--- src/rtl/nsf_pkg.sv ---
// Shared widths, constants and the divider status type for the night schedule fade block.
// No dependencies; used by nsf_div and night_schedule_fade.
package nsf_pkg;

	localparam int MIN_W  = 11;              // minute of day and fade length
	localparam int STR_W  = 8;               // Q0.8 strength
	localparam int ALPHA_W = 6;              // strength / 4
	localparam int PROD_W = MIN_W + STR_W;   // minutes times peak

	localparam logic [MIN_W-1:0] LAST_MINUTE = 11'd1439;
	localparam logic [MIN_W-1:0] DAY_MINUTES = 11'd1440;
	localparam logic [STR_W-1:0] HYST_UNITS  = 8'd3;

	// Divider status seen by the sequencer
	typedef struct packed {
		logic busy;
		logic done;
	} nsf_div_sts_t;

endpackage

--- src/rtl/nsf_div.sv ---
// Serial restoring divider for the ramp fraction, one quotient bit per cycle.
// Depends on nsf_pkg. The quotient is known to fit in STR_W bits.
module nsf_div import nsf_pkg::*; (
	input  logic              clk,
	input  logic              arst_n,
	input  logic              start,
	input  logic [PROD_W-1:0] dividend,
	input  logic [MIN_W-1:0]  divisor,
	output nsf_div_sts_t      sts,
	output logic [STR_W-1:0]  quotient
);

	localparam int CNT_W = $clog2(STR_W);
	localparam logic [CNT_W-1:0] LAST_STEP = CNT_W'(STR_W - 1);

	logic             busy_q;
	logic             done_q;
	logic [CNT_W-1:0] cnt_q;
	logic [MIN_W-1:0] rem_q;
	logic [STR_W-1:0] sh_q;
	logic [STR_W-1:0] q_q;

	logic [MIN_W:0]   trial;
	logic [MIN_W:0]   trial_sub;
	logic             step_bit;
	logic [MIN_W-1:0] step_rem;

	// One restoring step: bring down the next dividend bit, subtract if it fits
	always_comb begin
		trial     = {rem_q, sh_q[STR_W-1]};
		trial_sub = trial - {1'b0, divisor};
		step_bit  = (trial >= {1'b0, divisor});
		step_rem  = step_bit ? trial_sub[MIN_W-1:0] : trial[MIN_W-1:0];
	end

	// Step count and status
	always_ff @(posedge clk or negedge arst_n) begin
		if (!arst_n) begin
			busy_q <= 1'b0;
			done_q <= 1'b0;
			cnt_q  <= '0;
		end else begin
			done_q <= 1'b0;
			if (start) begin
				busy_q <= 1'b1;
				cnt_q  <= '0;
			end else if (busy_q) begin
				cnt_q <= cnt_q + 1'b1;
				if (cnt_q == LAST_STEP) begin
					busy_q <= 1'b0;
					done_q <= 1'b1;
				end
			end
		end
	end

	// Partial remainder and quotient; the top bits of the dividend start below the divisor
	always_ff @(posedge clk) begin
		if (start) begin
			rem_q <= dividend[PROD_W-1:STR_W];
			sh_q  <= dividend[STR_W-1:0];
			q_q   <= '0;
		end else if (busy_q) begin
			rem_q <= step_rem;
			sh_q  <= {sh_q[STR_W-2:0], 1'b0};
			q_q   <= {q_q[STR_W-2:0], step_bit};
		end
	end

	assign sts.busy = busy_q;
	assign sts.done = done_q;
	assign quotient = q_q;

endmodule

--- src/rtl/night_schedule_fade.sv ---
// Night schedule fade: window test, linear ramp and hysteresis on the applied strength.
// Path: a request taken in idle goes to the window test with the light on, or straight to the update
// with the light off; a ramp adds a multiply, then the 8-step serial divider, before the update.
// Requests: a new one is taken only in idle, after the last result is registered; a stalled output holds the update.
// Reset (arst_n low, asynchronous): registers to defaults, night inactive, strength 0.
module night_schedule_fade import nsf_pkg::*; (
	input  logic               clk,
	input  logic               arst_n,
	// APB configuration port
	input  logic               psel,
	input  logic               penable,
	input  logic               pwrite,
	input  logic [4:0]         paddr,
	input  logic [31:0]        pwdata,
	output logic [31:0]        prdata,
	output logic               pready,
	// Tick requests
	input  logic               in_valid,
	output logic               in_ready,
	input  logic [MIN_W-1:0]   minute_of_day,
	// Results
	output logic               out_valid,
	input  logic               out_ready,
	output logic               night_on,
	output logic               apply_pulse,
	output logic [STR_W-1:0]   tint_strength,
	output logic [ALPHA_W-1:0] tint_alpha
);

	localparam logic [2:0] REG_LIGHT_EN = 3'd0;
	localparam logic [2:0] REG_FADE_EN  = 3'd1;
	localparam logic [2:0] REG_START    = 3'd2;
	localparam logic [2:0] REG_END      = 3'd3;
	localparam logic [2:0] REG_FADE_LEN = 3'd4;
	localparam logic [2:0] REG_PEAK     = 3'd5;

	typedef enum logic [2:0] {
		ST_IDLE,
		ST_CALC,
		ST_MUL,
		ST_DIV,
		ST_UPD
	} state_t;

	// Configuration registers
	logic             light_en_q;
	logic             fade_en_q;
	logic [MIN_W-1:0] start_q;
	logic [MIN_W-1:0] end_q;
	logic [MIN_W-1:0] fade_q;
	logic [STR_W-1:0] peak_q;

	logic       cfg_wr;
	logic [2:0] reg_idx;

	assign pready  = 1'b1;
	assign reg_idx = paddr[4:2];
	assign cfg_wr  = psel & penable & pwrite;

	// Write registers on the access phase
	always_ff @(posedge clk or negedge arst_n) begin
		if (!arst_n) begin
			light_en_q <= 1'b0;
			fade_en_q  <= 1'b1;
			start_q    <= 11'd1200;
			end_q      <= 11'd360;
			fade_q     <= 11'd30;
			peak_q     <= 8'd204;
		end else if (cfg_wr) begin
			case (reg_idx)
				REG_LIGHT_EN: light_en_q <= pwdata[0];
				REG_FADE_EN:  fade_en_q  <= pwdata[0];
				REG_START:    start_q    <= pwdata[MIN_W-1:0];
				REG_END:      end_q      <= pwdata[MIN_W-1:0];
				REG_FADE_LEN: fade_q     <= pwdata[MIN_W-1:0];
				REG_PEAK:     peak_q     <= pwdata[STR_W-1:0];
				default: ;
			endcase
		end
	end

	// Read back
	always_comb begin
		case (reg_idx)
			REG_LIGHT_EN: prdata = {31'd0, light_en_q};
			REG_FADE_EN:  prdata = {31'd0, fade_en_q};
			REG_START:    prdata = {{(32-MIN_W){1'b0}}, start_q};
			REG_END:      prdata = {{(32-MIN_W){1'b0}}, end_q};
			REG_FADE_LEN: prdata = {{(32-MIN_W){1'b0}}, fade_q};
			REG_PEAK:     prdata = {{(32-STR_W){1'b0}}, peak_q};
			default:      prdata = '0;
		endcase
	end

	// Sequencer state and datapath registers
	state_t            state_q;
	logic [MIN_W-1:0]  cur_q;
	logic              dis_q;
	logic              act_q;
	logic [MIN_W-1:0]  num_q;
	logic [STR_W-1:0]  target_q;
	logic [PROD_W-1:0] prod_q;
	logic              div_start_q;
	logic              night_q;
	logic [STR_W-1:0]  applied_q;
	logic              out_valid_q;
	logic              night_on_q;
	logic              pulse_q;
	logic [STR_W-1:0]  strength_q;

	nsf_div_sts_t     div_sts;
	logic [STR_W-1:0] div_quot;

	nsf_div u_div (
		.clk      (clk),
		.arst_n   (arst_n),
		.start    (div_start_q),
		.dividend (prod_q),
		.divisor  (fade_q),
		.sts      (div_sts),
		.quotient (div_quot)
	);

	// Window test and ramp distances
	logic [MIN_W-1:0] s_sat, e_sat, in_sat;
	logic             wrap, act_c;
	logic [MIN_W-1:0] since_c, total_c, until_c;
	logic             ramp_in, ramp_out;

	always_comb begin
		s_sat  = (start_q > LAST_MINUTE) ? LAST_MINUTE : start_q;
		e_sat  = (end_q > LAST_MINUTE) ? LAST_MINUTE : end_q;
		in_sat = (minute_of_day > LAST_MINUTE) ? LAST_MINUTE : minute_of_day;
		wrap   = (s_sat > e_sat);
		if (wrap)
			act_c = (cur_q >= s_sat) || (cur_q < e_sat);
		else
			act_c = (cur_q >= s_sat) && (cur_q < e_sat);
		since_c  = (cur_q >= s_sat) ? (cur_q - s_sat) : (DAY_MINUTES - s_sat + cur_q);
		total_c  = wrap ? (DAY_MINUTES - s_sat + e_sat) : (e_sat - s_sat);
		until_c  = total_c - since_c;
		ramp_in  = (since_c < fade_q);
		ramp_out = (until_c < fade_q);
	end

	// Hysteresis on the applied strength
	logic [STR_W-1:0] diff_c;
	logic             out_free;
	logic             upd_night, upd_pulse;
	logic [STR_W-1:0] upd_strength;

	always_comb begin
		diff_c   = (applied_q > target_q) ? (applied_q - target_q) : (target_q - applied_q);
		out_free = !out_valid_q || out_ready;
		if (dis_q) begin
			upd_night    = 1'b0;
			upd_pulse    = night_q;
			upd_strength = night_q ? '0 : applied_q;
		end else begin
			upd_night    = act_q;
			upd_pulse    = (diff_c >= HYST_UNITS);
			upd_strength = upd_pulse ? target_q : applied_q;
		end
	end

	// Sequence one request: window, multiply and divide when ramping, update
	always_ff @(posedge clk or negedge arst_n) begin
		if (!arst_n) begin
			state_q     <= ST_IDLE;
			div_start_q <= 1'b0;
			night_q     <= 1'b0;
			applied_q   <= '0;
			out_valid_q <= 1'b0;
			night_on_q  <= 1'b0;
			pulse_q     <= 1'b0;
			strength_q  <= '0;
			cur_q       <= '0;
			dis_q       <= 1'b0;
			act_q       <= 1'b0;
			num_q       <= '0;
			target_q    <= '0;
			prod_q      <= '0;
		end else begin
			div_start_q <= 1'b0;
			if (out_valid_q && out_ready)
				out_valid_q <= 1'b0;
			case (state_q)
				ST_IDLE: begin
					if (in_valid) begin
						cur_q   <= in_sat;
						dis_q   <= !light_en_q;
						state_q <= light_en_q ? ST_CALC : ST_UPD;
					end
				end
				ST_CALC: begin
					act_q   <= act_c;
					state_q <= ST_UPD;
					if (!act_c) begin
						target_q <= '0;
					end else if (!fade_en_q || (fade_q == '0)) begin
						target_q <= peak_q;
					end else if (ramp_in) begin
						num_q   <= since_c;
						state_q <= ST_MUL;
					end else if (ramp_out) begin
						num_q   <= until_c;
						state_q <= ST_MUL;
					end else begin
						target_q <= peak_q;
					end
				end
				ST_MUL: begin
					prod_q      <= PROD_W'(num_q) * PROD_W'(peak_q);
					div_start_q <= 1'b1;
					state_q     <= ST_DIV;
				end
				ST_DIV: begin
					if (div_sts.done) begin
						target_q <= div_quot;
						state_q  <= ST_UPD;
					end
				end
				ST_UPD: begin
					if (out_free) begin
						night_q     <= upd_night;
						applied_q   <= upd_strength;
						night_on_q  <= upd_night;
						pulse_q     <= upd_pulse;
						strength_q  <= upd_strength;
						out_valid_q <= 1'b1;
						state_q     <= ST_IDLE;
					end
				end
				default: state_q <= ST_IDLE;
			endcase
		end
	end

	assign in_ready      = (state_q == ST_IDLE);
	assign out_valid     = out_valid_q;
	assign night_on      = night_on_q;
	assign apply_pulse   = pulse_q;
	assign tint_strength = strength_q;
	assign tint_alpha    = strength_q[STR_W-1:STR_W-ALPHA_W];

`ifndef SYNTHESIS
	// Divider finishes only while the sequencer waits on it
	a_div_done_state: assert property (@(posedge clk) disable iff (!arst_n)
		div_sts.done |-> (state_q == ST_DIV))
		else $error("divider done outside divide state");

	// A ramp quotient never exceeds the peak strength
	a_quot_le_peak: assert property (@(posedge clk) disable iff (!arst_n)
		div_sts.done |-> (div_quot <= peak_q))
		else $error("ramp quotient above peak");

	// No second request is taken right after one is accepted
	a_one_request: assert property (@(posedge clk) disable iff (!arst_n)
		(in_valid && in_ready) |=> !in_ready)
		else $error("request taken while busy");

	// Applied strength changes only on a result that carries the apply pulse
	a_pulse_on_change: assert property (@(posedge clk) disable iff (!arst_n)
		(applied_q != $past(applied_q)) |-> (pulse_q && out_valid_q))
		else $error("strength changed without apply pulse");
`endif

endmodule

--- config.mk ---
export PLATFORM = sky130hd
export DESIGN_NAME = night_schedule_fade
export DESIGN_NICKNAME = d
export VERILOG_FILES = /design/src/rtl/nsf_pkg.sv /design/src/rtl/nsf_div.sv /design/src/rtl/night_schedule_fade.sv
export SDC_FILE = /design/constraint.sdc
export NUM_CORES = 1
export LEC_CHECK = 0
export BUFFER_PORTS_ARGS = -buffer_cell sky130_fd_sc_hd__buf_2
export CAP_MARGIN = 15
export CORE_ASPECT_RATIO = 1.4
export CORE_MARGIN = 4
export CORE_UTILIZATION = 50
export DETAILED_ROUTE_END_ITERATION = 16
export PLACE_DENSITY = 0.79
export RECOVER_POWER = 50
export SYNTH_ARGS = -nofsm -noshare
export SYNTH_HDL_FRONTEND = slang
export SYNTH_SLANG_ARGS = --single-unit
--- constraint.sdc ---
create_clock -name clk -period 19.75 [get_ports clk]
set_input_delay 0.9875 -clock clk [delete_from_list [all_inputs] [get_ports clk]]
set_output_delay 0.9875 -clock clk [all_outputs]
set_load 0.05 [all_outputs]
Word level (Yosys, flattened, before mapping)
Index checks and enable logic that the tools add are counted.
{"block": "op_classes", "eq_ne": 16, "n_addsub": 10, "n_mul": 1, "mux": 47, "bitwise": 3, "reduce_logical": 27, "n_lt_le_gt_ge": 11}
{"op": "$mux 11", "count": 10}
{"op": "$mux 8", "count": 11}
{"op": "$pmux 11 s6", "count": 1}
{"op": "$sub 11x11->11", "count": 4}
{"op": "$gt 11x11->1 const B", "count": 3}
{"op": "$lt 11x11->1", "count": 3}
{"op": "$mux 3", "count": 10}
{"op": "$add 11x11->11", "count": 2}
{"op": "$mul 11x8->19", "count": 1}
{"op": "$pmux 8 s2", "count": 1}
{"op": "$reduce_and 2->1", "count": 8}
{"op": "$sub 8x8->8", "count": 2}
{"op": "$pmux 3 s5", "count": 1}
{"op": "$mux 1", "count": 13}
{"op": "$eq 3x2->1 const B", "count": 4}
{"op": "$eq 3x3->1 const B", "count": 4}
{"op": "$ge 12x11->1", "count": 1}
{"op": "$reduce_and 4->1", "count": 3}
{"op": "$ge 11x11->1", "count": 1}
{"op": "$gt 11x11->1", "count": 1}
{"op": "$logic_not 11->1", "count": 1}
{"op": "$sub 11x11->11 const A", "count": 1}
{"op": "$ge 8x2->1 const B", "count": 1}
{"op": "$gt 8x8->1", "count": 1}
{"op": "other kinds (13)", "count": 27}
{"block": "totals", "input_bits": 55, "ff_bits": 141, "output_inout_bits": 51, "word_cells": 139}

Logic depth before layout (Yosys ltp)
{"block": "logic_depth", "depth_word": 12, "ltp_mapped": 34, "mapped_depth_nobuf": 29}

Modules after synthesis
A second synthesis with hierarchy kept.
{"block": "unflattened", "hier_cells": 1593, "hier_area_um2": 13939.6}
{"mod": "night_schedule_fade", "area_each_um2": 11936.4, "n_inst": 1, "seq_area_each_um2": 2748.9, "cells_each": 1397}
{"mod": "nsf_div", "area_each_um2": 2003.2, "n_inst": 1, "seq_area_each_um2": 855.8, "cells_each": 196}

Least setup slack after synthesis
No wires, ideal clock.
{"block": "synth_timing", "path_type": "register to register", "from": "register start_q[7]", "to": "register num_q[5]", "setup_ns": 0.125, "period_less_slack_ns": 6.775, "path_slack_ns": 12.975, "path_stages_with_launch": 32, "t_arrival_ns": 6.650, "required_time_ns": 19.625, "path_cell_list": "dfstp_2 > buf_2 > o211a_4 > nor2_1 > nor2_1 > clkbuf_1 > nor2_1 > ha_1 > a21o_1 > a21oi_1 > a21boi_1 > o31ai_1 > a21oi_2 > clkbuf_1 > o21ai_0 > inv_1 > fa_1 > a21o_1 > a211oi_1 > o21bai_1 > a21o_1 > a21oi_1 > o21ai_0 > xor2_1 > xnor2_1 > ha_1 > a31o_2 > a21oi_1 > and3_1 > buf_4 > buf_2 > mux2_2"}
{"block": "synth_via", "elab_chain_len": 9}
{"item": "from (decl)", "line": "night_schedule_fade.sv:48", "text": "logic [MIN_W-1:0] start_q;"}
{"item": "from (signal assigned)", "line": "night_schedule_fade.sv:73", "text": "REG_START: start_q <= pwdata[MIN_W-1:0];"}
{"item": "$gt 11x11->1", "line": "night_schedule_fade.sv:131", "text": "s_sat = (start_q > LAST_MINUTE) ? LAST_MINUTE : start_q;"}
{"item": "$mux 11 *", "line": "night_schedule_fade.sv:131"}
{"item": "$sub 11x11->11", "line": "night_schedule_fade.sv:139, night_schedule_fade.sv:140"}
{"item": "$add 11x11->11, on equally long branches", "line": "night_schedule_fade.sv:140, night_schedule_fade.sv:139"}
{"item": "$mux 11, on equally long branches", "line": "night_schedule_fade.sv:140, night_schedule_fade.sv:139"}
{"item": "$sub 11x11->11", "line": "night_schedule_fade.sv:141", "text": "until_c = total_c - since_c;"}
{"item": "$lt 11x11->1", "line": "night_schedule_fade.sv:143", "text": "ramp_out = (until_c < fade_q);"}
{"item": "$reduce_bool 2->1 (no source line)"}
{"item": "$reduce_and 4->1 (no source line)"}
{"item": "to (signal assigned)", "line": "night_schedule_fade.sv:203", "text": "num_q <= since_c;"}
{"item": "to (signal assigned)", "line": "night_schedule_fade.sv:206", "text": "num_q <= until_c;"}
{"item": "to (decl)", "line": "night_schedule_fade.sv:100", "text": "logic [MIN_W-1:0] num_q;"}
Mark *: on every way between the ends. The rest lies on a longest branch, timed or not. The select of a mux whose other input is x is not followed.
A chain may end at the register's enable or synchronous reset.

Worst setup path after layout
{"block": "layout_timing", "from": "register start_q[8]", "to": "register num_q[10]"}
Same word-level chain as after synthesis.

==> summary.txt <==
Die
  – Starting density of the core: slightly above 50%
  – Die area: 0.03038 mm2
  – Num ports: 106
  – Die Wd: 148.5 um
  – Die extent in y: 204.6 um
  – Core footprint: 0.02709 mm2
  – Row count: 71

STA
  – Clk_skew: roughly 11 ps
  – Setup Total Neg Slack: 0 ps
  – Final setup fails: 0
  – Period utilization: 42.34%
  – Worst slew pin tran: approximately 3300 ps
  – Worst rel slew slack: -119.3%
  – Fmax: 0.1196 GHz
  – Final Hold Viols: 0
  – Max Slew Vio Count: between 200 and 250
  – Final min period: 8362 ps
  – RSZ-0062 raised after global routing: no

Synth
  – Cells after synthesis: roughly 1,500
  – Avg Inst Size Synth: 9.038 um2
  – Largest area contributor in the netlist: dfrtp_1
  – Top-count cell post-synth: nand2_1
  – Library cells used by synthesis: 88
  – Register area share after synthesis: 26.10%
  – Synth warn: 0
  – Commonest cells post-synth: nand2_1 (167), ha_1 (150), inv_1 (144)
  – Asr flop ratio synth: roughly four fifths
  – Post-synth top flop: dfrtp_1
  – Yosys top cell area share: 17.58%
  – Top post-synthesis cells by area: dfrtp_1 (18%), ha_1 (14%), fa_1 (8.7%)
  – Number of flops mapped to enable cells by yosys: 19
  – Yosys reg bits: 141
  – Synth Cell Area: 0.01381 mm2

Critical path
  – Worst setup EP type: flop
  – Largest delay share family, worst path: compound AO/OA/AOI/OAI gates
  – CP endpoint: num_q[10]
  – Slowest cell on crit path: nor2_1
  – Critical Path Stages: 28
  – Required @ worst endpoint: 20,120 ps
  – Crit path max fanout: 18
  – Buf/Inv on CP: 2
  – Worst path max stage delay: 660 ps
  – Critical Path Start Type: flop
  – Critical Path Start: start_q[8]
  – Reg-to-Reg End: num_q[10]
  – Worst setup path class: reg2reg
  – Arrival time worst endpoint: 8740 ps
  – R2R cell count: 28
  – R2R Setup Slk: 11,390 ps
  – R2R Path Start: start_q[8]

Layout
  – N_diodes: 0
  – Final net count: 1,818
  – Filler cells: 2,366
  – Layout cells sized above 1: between 10 and 15%
  – Layout area overhead: 7.601%
  – Finished Core Util: between 50 and 60%

Hold path
  – Hold Path Stages: 2
  – Hold Crit Start: prod_q[0]
  – Hold Path Class: reg2reg

Drt
  – Drt drc: 0
  – Antenna Nets Post-Route: 0
  – Drt wl/cell: approximately 18 um
  – Final Routed Wirelength: 35,050 um
  – Vias/cell: 5.824
  – Via count: 11,247
  – 1st-iter DRT viols: 618
  – TritonRoute pass-1 iters: 5

Job
  – Max-cap viol count: 6

Global route
  – Global-route wire length before repair: 57,260 um
  – Largest net degree at the start of global routing: 59
  – GRT overflow: 0
  – Vias in the first global route: 11,527
  – Initial antenna violation count: 1
  – Gr usage total: 23.28%

Clock network
  – CTS tree: yes
  – H-tree Lvls: 4
  – Post-CTS setup buffer count: 0
  – Clock latency on the worst-skew pair: ~440 ps
  – CTS Sinks: 141
  – Post_cts resized: 0
  – TritonCTS buffer count: 17
  – CTS clock-pin slew for the worst setup and hold paths: roughly 70 ps
  – CTS Root Cell: clkbuf_16
  – Max clock buf depth: 2
  – Post-cts hold buffer count: 0

Status
  – Failing checks: capacitance limit, slew limit
  – Outcome: finished with violations

Placement
  – HPWL after DPL: 27,550 um
  – Port Buffer Count: 60
  – Gp weighted congestion: 0.9574
-- final cells by class --
class | count | area (um2) | area share [%]
timing repair buffer | 68 | 340.3 | 2.290
clock inverter | 15 | 195.2 | 1.313
clock buffer | 17 | 425.4 | 2.863
inverter | 145 | 544.3 | 3.663
sequential | 141 | 3605 | 24.26
multi-input combinational | 1180 | 9294 | 62.54
tap | 365 | 456.7 | 3.073
-- state kept, by name, indices dropped and copies added, names as in the netlist --
| signal | flops |
|---|---|
| u_div.sh_q | 8 |
| prod_q | 19 |
| u_div.rem_q | 11 |
| apply_pulse | 1 |
| u_div.busy_q | 1 |
| num_q | 11 |
| u_div.quotient | 8 |
| target_q | 8 |
| night_on | 1 |
| fade_q | 11 |
| start_q | 11 |
| act_q | 1 |
| dis_q | 1 |
| div_start_q | 1 |
| cur_q | 11 |
| light_en_q | 1 |
| u_div.cnt_q | 3 |
| tint_strength | 8 |
| peak_q | 8 |
| state_q | 3 |
| end_q | 11 |
| fade_en_q | 1 |
| u_div.done_q | 1 |
| out_valid | 1 |
-- worst reg2reg max path, delay by kind of cell, from the launching register on --
family | cells | cell delay [ps]
flops | 1 | 620
compound gates | 15 | 3580
buf+inv | 2 | 390
fa+ha+maj | 3 | 1140
simple gates | 6 | 2100
xor+xnor | 2 | 480
-- stage by stage --
stage	worst slack (ps)	std cells	hold slack (ps)	cell area, um2
after floorplan	12970	1548	431.1	13890
after detailed placement	11520	1899	453.0	14260
after CTS	11470	1931	468.0	14880
after global placement	11710	1899	443.7	14260
after global routing	11010	1931	496.1	14860
final	11390	1931	467.0	14860
-- cells in the final DEF, fill, tap and decap left out, types with 9 or more instances in the layout --
master and count:
a211oi_1 11, a21o_1 31, a21oi_1 75, and2_1 54, buf_2 56, clkbuf_16 17
conb_1 22, dfrtp_1 97, dfstp_2 17, edfxtp_1 19, fa_1 60, ha_1 150
inv_1 144, mux2_2 54, mux2i_1 39, nand2_1 167, nand2b_1 22, nand3_1 19
nand3b_1 9, nand4_1 10, nor2_1 83, nor2b_1 14, nor3_1 24, o21a_1 12
o21ai_0 86, o21bai_1 10, o22ai_1 14, o31ai_1 10, or3_1 10, xnor2_1 40
xor2_1 24
-- layer usage --
layer | up-vias | global-route usage (%) | part of all wire (%)
li1 | 5308 | - | -
met1 | 5447 | 26.04 | 38
met2 | 380 | 42.66 | 52
met3 | 110 | 2.899 | 4.9
met4 | 2 | 12.48 | 5.4
met5 | - | 0 | 0.037
-- how the worst min path moves through the flow --
| stage | slack (ps) | endpoint |
|---|---|---|
| finish | 470 | prod_q[0] |
| global route | 500 | prod_q[6] |
| CTS | 470 | prod_q[0] |
| detailed placement | 450 | prod_q[0] |
| global placement | 440 | prod_q[0] |
| floorplan | 430 | prod_q[0] |
-- cell families after synthesis --
| group | share of synthesized area [%] |
|---|---|
| mux | 8.262 |
| compound gates | 15.75 |
| other cells | 0.05438 |
| buf+inv | 7.184 |
| xor+xnor | 4.059 |
| simple gates | 16.13 |
| flops | 26.10 |
| fa+ha+maj | 22.47 |
Power is left out: the tool's default activity adds up to more than one toggle a clock period on the data nets, which glitch-free logic cannot reach.
